[src/svgt_pkg.sv]
`default_nettype none

package svgt_pkg;

   localparam int MAX_LEAVES_DEF = 16;
   localparam int LEAF_SIDE_DEF  = 8;
   localparam int COORD_BITS_DEF = 12;

   localparam int CSR_INDEX_W = 3;

   localparam logic [CSR_INDEX_W-1:0] CSR_ORIGIN_X   = 3'd0;
   localparam logic [CSR_INDEX_W-1:0] CSR_ORIGIN_Y   = 3'd1;
   localparam logic [CSR_INDEX_W-1:0] CSR_ORIGIN_Z   = 3'd2;
   localparam logic [CSR_INDEX_W-1:0] CSR_INV_VOXEL  = 3'd3;
   localparam logic [CSR_INDEX_W-1:0] CSR_BACKGROUND = 3'd4;

   localparam logic [23:0] INV_VOXEL_RESET = 24'd65536;

   localparam logic MODE_WRITE = 1'b0;
   localparam logic MODE_READ  = 1'b1;

   localparam logic [1:0] ST_OK    = 2'd0;
   localparam logic [1:0] ST_FULL  = 2'd1;
   localparam logic [1:0] ST_RANGE = 2'd2;

   localparam logic [2:0] LAST_CORNER = 3'd7;
   localparam logic [2:0] LAST_STEP   = 3'd6;
   localparam logic [1:0] LAST_AXIS   = 2'd2;

   typedef struct packed {
      logic        mode;
      logic [31:0] pos_x;
      logic [31:0] pos_y;
      logic [31:0] pos_z;
      logic [31:0] write_value;
   } svgt_req_type;

   typedef struct packed {
      logic [31:0] result_value;
      logic [1:0]  status;
   } svgt_rsp_type;

   typedef struct packed {
      logic       load_req;
      logic       map_mul;
      logic       map_cap;
      logic [1:0] axis;
      logic [2:0] corner;
      logic       tag_rd;
      logic       tag_wr;
      logic       vox_rd;
      logic       vox_wr;
      logic       fill;
      logic       shift_bg;
      logic       shift_rd;
      logic       blend_mul;
      logic       blend_add;
      logic [2:0] step;
      logic       rsp_load;
      logic       rsp_zero;
      logic [1:0] rsp_status;
   } svgt_cmd_type;

   typedef struct packed {
      logic is_read;
      logic out_range;
      logic beyond;
      logic tag_match;
   } svgt_sts_type;

endpackage

`default_nettype wire

[src/svgt_ctrl.sv]
`default_nettype none

module svgt_ctrl #(
   parameter int MAX_LEAVES = 16,
   parameter int LEAF_SIDE  = 8,
   localparam int LV    = LEAF_SIDE * LEAF_SIDE * LEAF_SIDE,
   localparam int OB    = $clog2(LV),
   localparam int CNT_W = $clog2(MAX_LEAVES + 1),
   localparam int SW    = (MAX_LEAVES > 1) ? $clog2(MAX_LEAVES) : 1
) (
   input  wire logic                   clock,
   input  wire logic                   reset,
   input  wire logic                   req_valid,
   output logic                        req_ready,
   output logic                        rsp_valid,
   input  wire logic                   rsp_ready,
   input  wire svgt_pkg::svgt_sts_type sts,
   output svgt_pkg::svgt_cmd_type      cmd,
   output logic [SW-1:0]               tag_rd_addr,
   output logic [SW-1:0]               tag_wr_addr,
   output logic [SW-1:0]               slot,
   output logic [OB-1:0]               fill_off
);
   import svgt_pkg::*;

   localparam logic [3:0] S_IDLE   = 4'd0;
   localparam logic [3:0] S_MUL    = 4'd1;
   localparam logic [3:0] S_CAP    = 4'd2;
   localparam logic [3:0] S_CHECK  = 4'd3;
   localparam logic [3:0] S_CORNER = 4'd4;
   localparam logic [3:0] S_SCAN   = 4'd5;
   localparam logic [3:0] S_SCMP   = 4'd6;
   localparam logic [3:0] S_VREAD  = 4'd7;
   localparam logic [3:0] S_VWAIT  = 4'd8;
   localparam logic [3:0] S_WRITE  = 4'd9;
   localparam logic [3:0] S_FILL   = 4'd10;
   localparam logic [3:0] S_BMUL   = 4'd11;
   localparam logic [3:0] S_BADD   = 4'd12;
   localparam logic [3:0] S_DONE   = 4'd13;

   logic [3:0]       state_ff, state_in;
   logic [1:0]       axis_ff, axis_in;
   logic [2:0]       k_ff, k_in;
   logic [CNT_W-1:0] idx_ff, idx_in;
   logic [CNT_W-1:0] count_ff, count_in;
   logic [SW-1:0]    slot_ff, slot_in;
   logic [OB-1:0]    fill_ff, fill_in;
   logic [2:0]       step_ff, step_in;
   logic [1:0]       code_ff, code_in;
   logic             zero_ff, zero_in;
   logic             rsp_valid_ff, rsp_valid_in;
   logic             adv;

   assign req_ready   = (state_ff == S_IDLE);
   assign rsp_valid   = rsp_valid_ff;
   assign tag_rd_addr = idx_ff[SW-1:0];
   assign tag_wr_addr = count_ff[SW-1:0];
   assign slot        = slot_ff;
   assign fill_off    = fill_ff;

   always_comb begin
      state_in     = state_ff;
      axis_in      = axis_ff;
      k_in         = k_ff;
      idx_in       = idx_ff;
      count_in     = count_ff;
      slot_in      = slot_ff;
      fill_in      = fill_ff;
      step_in      = step_ff;
      code_in      = code_ff;
      zero_in      = zero_ff;
      rsp_valid_in = rsp_valid_ff && !rsp_ready;
      adv          = 1'b0;
      cmd            = '0;
      cmd.axis       = axis_ff;
      cmd.corner     = k_ff;
      cmd.step       = step_ff;
      cmd.rsp_zero   = zero_ff;
      cmd.rsp_status = code_ff;
      case (state_ff)
         S_IDLE: begin
            if (req_valid) begin
               cmd.load_req = 1'b1;
               axis_in      = 2'd0;
               state_in     = S_MUL;
            end
         end
         S_MUL: begin
            cmd.map_mul = 1'b1;
            state_in    = S_CAP;
         end
         S_CAP: begin
            cmd.map_cap = 1'b1;
            if (axis_ff == LAST_AXIS) begin
               state_in = S_CHECK;
            end else begin
               axis_in  = axis_ff + 2'd1;
               state_in = S_MUL;
            end
         end
         S_CHECK: begin
            k_in = 3'd0;
            if (sts.out_range) begin
               code_in  = ST_RANGE;
               zero_in  = 1'b1;
               state_in = S_DONE;
            end else begin
               state_in = S_CORNER;
            end
         end
         S_CORNER: begin
            if (sts.beyond) begin
               cmd.shift_bg = 1'b1;
               adv          = 1'b1;
            end else begin
               idx_in   = '0;
               state_in = S_SCAN;
            end
         end
         S_SCAN: begin
            if (idx_ff == count_ff) begin
               if (sts.is_read) begin
                  cmd.shift_bg = 1'b1;
                  adv          = 1'b1;
               end else if (count_ff == CNT_W'(MAX_LEAVES)) begin
                  code_in  = ST_FULL;
                  zero_in  = 1'b1;
                  state_in = S_DONE;
               end else begin
                  cmd.tag_wr = 1'b1;
                  slot_in    = count_ff[SW-1:0];
                  count_in   = count_ff + CNT_W'(1);
                  fill_in    = '0;
                  state_in   = S_FILL;
               end
            end else begin
               cmd.tag_rd = 1'b1;
               state_in   = S_SCMP;
            end
         end
         S_SCMP: begin
            if (sts.tag_match) begin
               slot_in  = idx_ff[SW-1:0];
               state_in = sts.is_read ? S_VREAD : S_WRITE;
            end else begin
               idx_in   = idx_ff + CNT_W'(1);
               state_in = S_SCAN;
            end
         end
         S_VREAD: begin
            cmd.vox_rd = 1'b1;
            state_in   = S_VWAIT;
         end
         S_VWAIT: begin
            cmd.shift_rd = 1'b1;
            adv          = 1'b1;
         end
         S_WRITE: begin
            cmd.vox_wr = 1'b1;
            code_in    = ST_OK;
            zero_in    = 1'b1;
            state_in   = S_DONE;
         end
         S_FILL: begin
            cmd.vox_wr = 1'b1;
            cmd.fill   = 1'b1;
            if (fill_ff == OB'(LV - 1)) begin
               code_in  = ST_OK;
               zero_in  = 1'b1;
               state_in = S_DONE;
            end else begin
               fill_in = fill_ff + OB'(1);
            end
         end
         S_BMUL: begin
            cmd.blend_mul = 1'b1;
            state_in      = S_BADD;
         end
         S_BADD: begin
            cmd.blend_add = 1'b1;
            if (step_ff == LAST_STEP) begin
               code_in  = ST_OK;
               zero_in  = 1'b0;
               state_in = S_DONE;
            end else begin
               step_in  = step_ff + 3'd1;
               state_in = S_BMUL;
            end
         end
         S_DONE: begin
            if (!rsp_valid_ff || rsp_ready) begin
               cmd.rsp_load = 1'b1;
               rsp_valid_in = 1'b1;
               state_in     = S_IDLE;
            end
         end
         default: begin
            state_in = S_IDLE;
         end
      endcase
      if (adv) begin
         if (k_ff == LAST_CORNER) begin
            step_in  = 3'd0;
            state_in = S_BMUL;
         end else begin
            k_in     = k_ff + 3'd1;
            state_in = S_CORNER;
         end
      end
   end

   always_ff @(posedge clock) begin
      if (reset) begin
         state_ff     <= S_IDLE;
         axis_ff      <= '0;
         k_ff         <= '0;
         idx_ff       <= '0;
         count_ff     <= '0;
         slot_ff      <= '0;
         fill_ff      <= '0;
         step_ff      <= '0;
         code_ff      <= ST_OK;
         zero_ff      <= 1'b0;
         rsp_valid_ff <= 1'b0;
      end else begin
         state_ff     <= state_in;
         axis_ff      <= axis_in;
         k_ff         <= k_in;
         idx_ff       <= idx_in;
         count_ff     <= count_in;
         slot_ff      <= slot_in;
         fill_ff      <= fill_in;
         step_ff      <= step_in;
         code_ff      <= code_in;
         zero_ff      <= zero_in;
         rsp_valid_ff <= rsp_valid_in;
      end
   end

endmodule

`default_nettype wire

[config.mk]
export PLATFORM = sky130hd
export DESIGN_NAME = svgt_ctrl
export DESIGN_NICKNAME = d
export VERILOG_FILES = /design/src/svgt_pkg.sv /design/src/svgt_ctrl.sv
export SDC_FILE = /design/constraint.sdc
export NUM_CORES = 1
export LEC_CHECK = 0
export BUFFER_PORTS_ARGS = -buffer_cell sky130_fd_sc_hd__buf_4
export CORE_UTILIZATION = 30
export CTS_CLUSTER_DIAMETER = 120
export DETAILED_ROUTE_END_ITERATION = 12
export GPL_TIMING_DRIVEN = 0
export PLACE_DENSITY_LB_ADDON = 0.08
export REMOVE_ABC_BUFFERS = 1
export SYNTH_ARGS = -nofsm -noshare
export SYNTH_HDL_FRONTEND = slang
export SYNTH_SLANG_ARGS = --single-unit
[constraint.sdc]
create_clock -name clock -period 2.1 [get_ports clock]
set_clock_uncertainty 0.05 [all_clocks]
set_input_delay 0.315 -clock clock [delete_from_list [all_inputs] [get_ports clock]]
set_output_delay 0.315 -clock clock [all_outputs]
set_load 0.005 [all_outputs]
* Yosys cells after proc, flatten, opt, wreduce, memory -nomap -nowiden
Cells that the tools add are included.
** Storage, ports and cells
- Word-level logic and storage cells :: 151
- Input port bits :: 8
- Flip-flop bits (word level) :: 39
- Output and inout bits :: 47
** Cells by class
- Add/subtract/negate cells :: 6
- Bitwise gates (word level) :: 2
- Mux-type cells :: 76
- Equal/unequal tests :: 38
- Reduce and logical (&&, ||, !) cells :: 18
** Operator list (count)
- $mux 4 :: 15
- $pmux 4 s14 :: 1
- $mux 9 :: 4
- $ne 2x2->1 const B :: 14
- $mux 1 :: 27
- $mux 3 :: 9
- $eq 4x4->1 const B :: 6
- $mux 2 :: 10
- $pmux 9 s2 :: 1
- $eq 4x3->1 const B :: 4
- $add 5x1->5 const B :: 2
- $mux 5 :: 2
- $pmux 2 s5 :: 1
- $pmux 5 s2 :: 1
- $reduce_and 5->1 :: 2
- $add 9x1->9 const B :: 1
- $eq 9x9->1 const B :: 1
- $ne 3x3->1 const B :: 3
- $eq 4x2->1 const B :: 2
- $pmux 4 s2 :: 1
- $reduce_bool 2->1 :: 4
- $reduce_and 7->1 :: 1
- $add 3x1->3 const B :: 2
- $eq 3x3->1 const B :: 2
- 21 further kinds :: 24

* Depth between registers and ports, before layout
- Word-level depth :: 6
- Gate-level depth with buffers :: 10
- Gate-level depth less buffers :: 9

* Worst setup path before layout
No wires, ideal clock.
- Path kind :: reg-to-reg
- Start :: register fill_ff[0], in the netlist fill_off[0]
- End :: register fill_ff[7], in the netlist fill_off[7]
- Period minus slack after synthesis :: 2.194 ns
- Setup time :: 0.132 ns
- Setup slack :: -0.094 ns
- Arrival :: 2.011 ns
- Cell stages (with the launch flop) :: 11
- Data required time :: 1.918 ns
- Path buffers :: 1
- Path through :: dfxtp_1 ha_1 and3_1 and3_1 and3_1 ha_1 nand2b_1 and2_1 buf_2 o31ai_1 a21oi_1
** On the way
- Word-level cells in the longest chain between the ends :: 3
- Elaborated cells on any way between the ends :: 6
- Classes of those cells :: 1 x add/sub; 2 x eq/ne; 2 x mux; 1 x reduce/logical
** RTL lines
- from (decl) :: line svgt_ctrl.sv:47 : logic [OB-1:0] fill_ff, fill_in;
- from (signal assigned) :: line svgt_ctrl.sv:232 : fill_ff <= fill_in;
- $add 9x1->9 or $eq 9x9->1 (tied branches) :: line svgt_ctrl.sv:172, svgt_ctrl.sv:167
- $mux 9 or $ne 2x2->1 (tied branches)
- $pmux 9 s2 or $reduce_and 5->1 (tied branches)
Parallel ways exist; a longest one is shown, timed or not. The select of a mux whose other input is x is not followed.
A chain may end at the register's enable or synchronous reset.

* Worst setup path after layout
- Start :: register fill_ff[1], in the netlist fill_off[1]
- End :: register fill_ff[8], in the netlist fill_off[8]
The elaborated chain is that of the path after synthesis.

==> reports/summary.txt <==
Crit path DAT: 2.17 ns
Final setup vio count: 0
PortBufs: 54
Internal power: 1.53 mW
GR Layer Usage met3: 0.0351
Tmin final: 2.05 ns
Synth Cell Area: 2620 um2
Clock transition at path regs: 0.08 ns
Rows: 33
Die W: 95.4 um
Final net count: 386
DRT Pass-1 Iters: 4
Sequential share of power: 0.418
Worst slack, placed: -0.971 ns
Commonest cells in the netlist: 39 x dfxtp_1, 33 x nor2_1, 25 x a21oi_1
ANT nets after route: 0
Worst vdd ir: 296 uV
Fin worst setup slack: 0.0511 ns
Part of the Yosys area used for sequential elements: 0.298
# DRC: 0
Fin util: 0.406
Vias/cell: 5.26
Boundary Pins: 55
Pwr dens: 742 nW/um2
Hold Crit Class: in -> reg
Final Cycle Share: 0.976
Crit path capture type: register
FMAX: 0.488 GHz
Number of clock sinks: 39
Area occupied by multi-input gates: 1790 um2
Filler cell count: 864
Worst slew margin: 0.615
Gpl congestion: 0.790
Die ar.: 9100 um2
Crit-path cells: ha_4, and3_4, and3_4, and3_4, ha_4, nand2b_4, and2_4, buf_4, o21ai_1, a21oi_1
Total core area: 8340 um2
Synth cell types: 63
Syn Area/Cell: 8.13 um2
# hold bufs at CTS: 0
Biggest area consumer among synthesized cells: dfxtp_1
Post-Layout Inst Area: 3380 um2
Worst slew pin tran: 0.573 ns
Worst r2r path cells: 10
First-pass GRT wire length: 11,800 um
Clock Latency Late Sink: 0.29 ns
Worst EP required: 2.22 ns
Status: finished clean
Final Hold Vio Count: 0
Logic pwr share: 0.376
Post-synthesis sequential element count: 39
DR vias: 2,493
Final hold slack: 0.276 ns
CTS H-tree depth: 2
R2R Setup Slk: 0.05 ns
Leak pwr: 1.30 nW
Post-synthesis cell count: 322
Crit Path Max Fanout: 8
Vias in the first global route: 2,323
Pin count of the biggest net entering global routing: 37
Max-slew violation count: 0
Post-synth EDFFs: 0
Switching part of the total: 0.390
Routed WL: 7480 um
Main synth FF type: dfxtp_1
Post-DP Area: 2980 um2
GRT Overall Usage: 0.170
Total inserted antenna cells: 0
Die height: 95.4 um
Max-Cap Viols: 0
Setup Crit Path Kind: reg -> reg
Dpl hpwl: 5220 um
Ranking of synthesized cells by area: dfxtp_1 30%, a21oi_1 4.8%, ha_1 4.8%
Max Buffers Root-to-Sink: 2
Cell mode on critical path: and3_4
Layout area overhead: 29.4%
Worst path slowest cell: dfxtp_2
Async set-reset flop share out of synthesis: 0
Gr busiest metal: met2
Unrepaired setup endpoints after global routing: yes
Routed len/inst: 15.8 um
Routing usage on met1: 0.245
Layout cell share with drive strength beyond 1: 0.366
Register Area: 813 um2
Top-count cell post-synth: dfxtp_1
TritonCTS clock tree: yes
Grt ovf: 0
CTS root buf: clkbuf_8
Starting density of the core: 0.314
Ys Warns: 0
Num CTS Buffers: 5
Hold depth: 3
Slowest cell delay on critical path: 0.34 ns
Clk pwr share: 0.206
Antenna violations before repair: 0
Grt met2 use: 0.253
Synth top area share: 0.298
Iteration-0 DRC Markers: 191
CP Launch Type: register
NetSw: 980 uW
-- power by group through the flow --
stage	logic [mW]	registers, mW	clock network, mW
after floorplan	0.566	0.966	0
after global placement	0.862	1.03	0
after detailed placement	0.868	1.03	0
after CTS	0.916	1.04	0.545
after global routing	1.04	1.08	0.568
final	0.945	1.05	0.516
-- critical path, delay by kind of cell (launching register included) --
kind,cells,cell delay [ns]
AO/OA/AOI/OAI,2,0.17
buffers and inverters,1,0.14
AND/OR/NAND/NOR,5,0.90
flip-flops,1,0.34
adder cells (fa/ha/maj),2,0.32
-- metrics by stage --
stage | power (mW) | instances | TNS (ns)
CTS | 2.50 | 464 | 0
finish | 2.51 | 474 | 0
global placement | 1.89 | 451 | -21.07
detailed placement | 1.90 | 451 | -20.01
floorplan | 1.53 | 292 | -1.52
global route | 2.69 | 474 | -0.0371
-- cells in the final DEF, fill, tap and decap left out, types with 8 or more instances in the layout --
cell type,netlist,routed
dfxtp_2,0,8
nor3_1,17,16
dfxtp_1,39,25
buf_4,12,67
nand2b_1,12,11
o21ai_0,14,13
nand2_1,16,15
nor2_1,33,29
a21oi_1,25,25
-- worst paths after layout --
path | to | from
max | fill_off[8] | fill_off[1]
min reg2reg | slot[2] | slot[2]
min | rsp_valid | rsp_ready
max reg2reg | fill_off[8] | fill_off[1]
-- metal layers --
| metal | share of wire | routed length [um] |
|---|---|---|
| met3 | 0.045 | 339 |
| met4 | 0.011 | 81 |
| met5 | 0 | 0 |
| met1 | 0.50 | 3730 |
| met2 | 0.45 | 3330 |
-- sequential cells by signal, summed over array words and instances, names as in the netlist --
register,flops
k_ff,3
step_ff,3
axis_ff,2
fill_off,9
idx_ff,5
code_ff,2
slot,4
rsp_valid,1
zero_ff,1
state_ff,4
count_ff,5
-- cells by family after synthesis --
logic type               after synthesis  synth area share
buffers and inverters                 40            0.0813
XOR/XNOR                              11            0.0426
multiplexers                           6            0.0234
adder cells (fa/ha/maj)               10            0.0478
flip-flops                            39             0.298
AND/OR/NAND/NOR                      143             0.311
AO/OA/AOI/OAI                         73             0.195
-- timing repair --
| item | CTS | global route |
|---|---|---|
| setup buffers | 5 | 10 |
| resized for setup | 39 | 22 |
| setup endpoints to repair | 41 | 21 |
| pin swaps | 1 | 9 |
-- area by class of cell --
type | instances | area share
clock buffer | 6 | 0.0214
clock inverter | 2 | 0.00370
timing repair buffer | 69 | 0.155
multi-input combinational | 243 | 0.529
tap | 105 | 0.0388
inverter | 10 | 0.0118
sequential | 39 | 0.240
No activity file was read; power rests on OpenSTA's default activity.
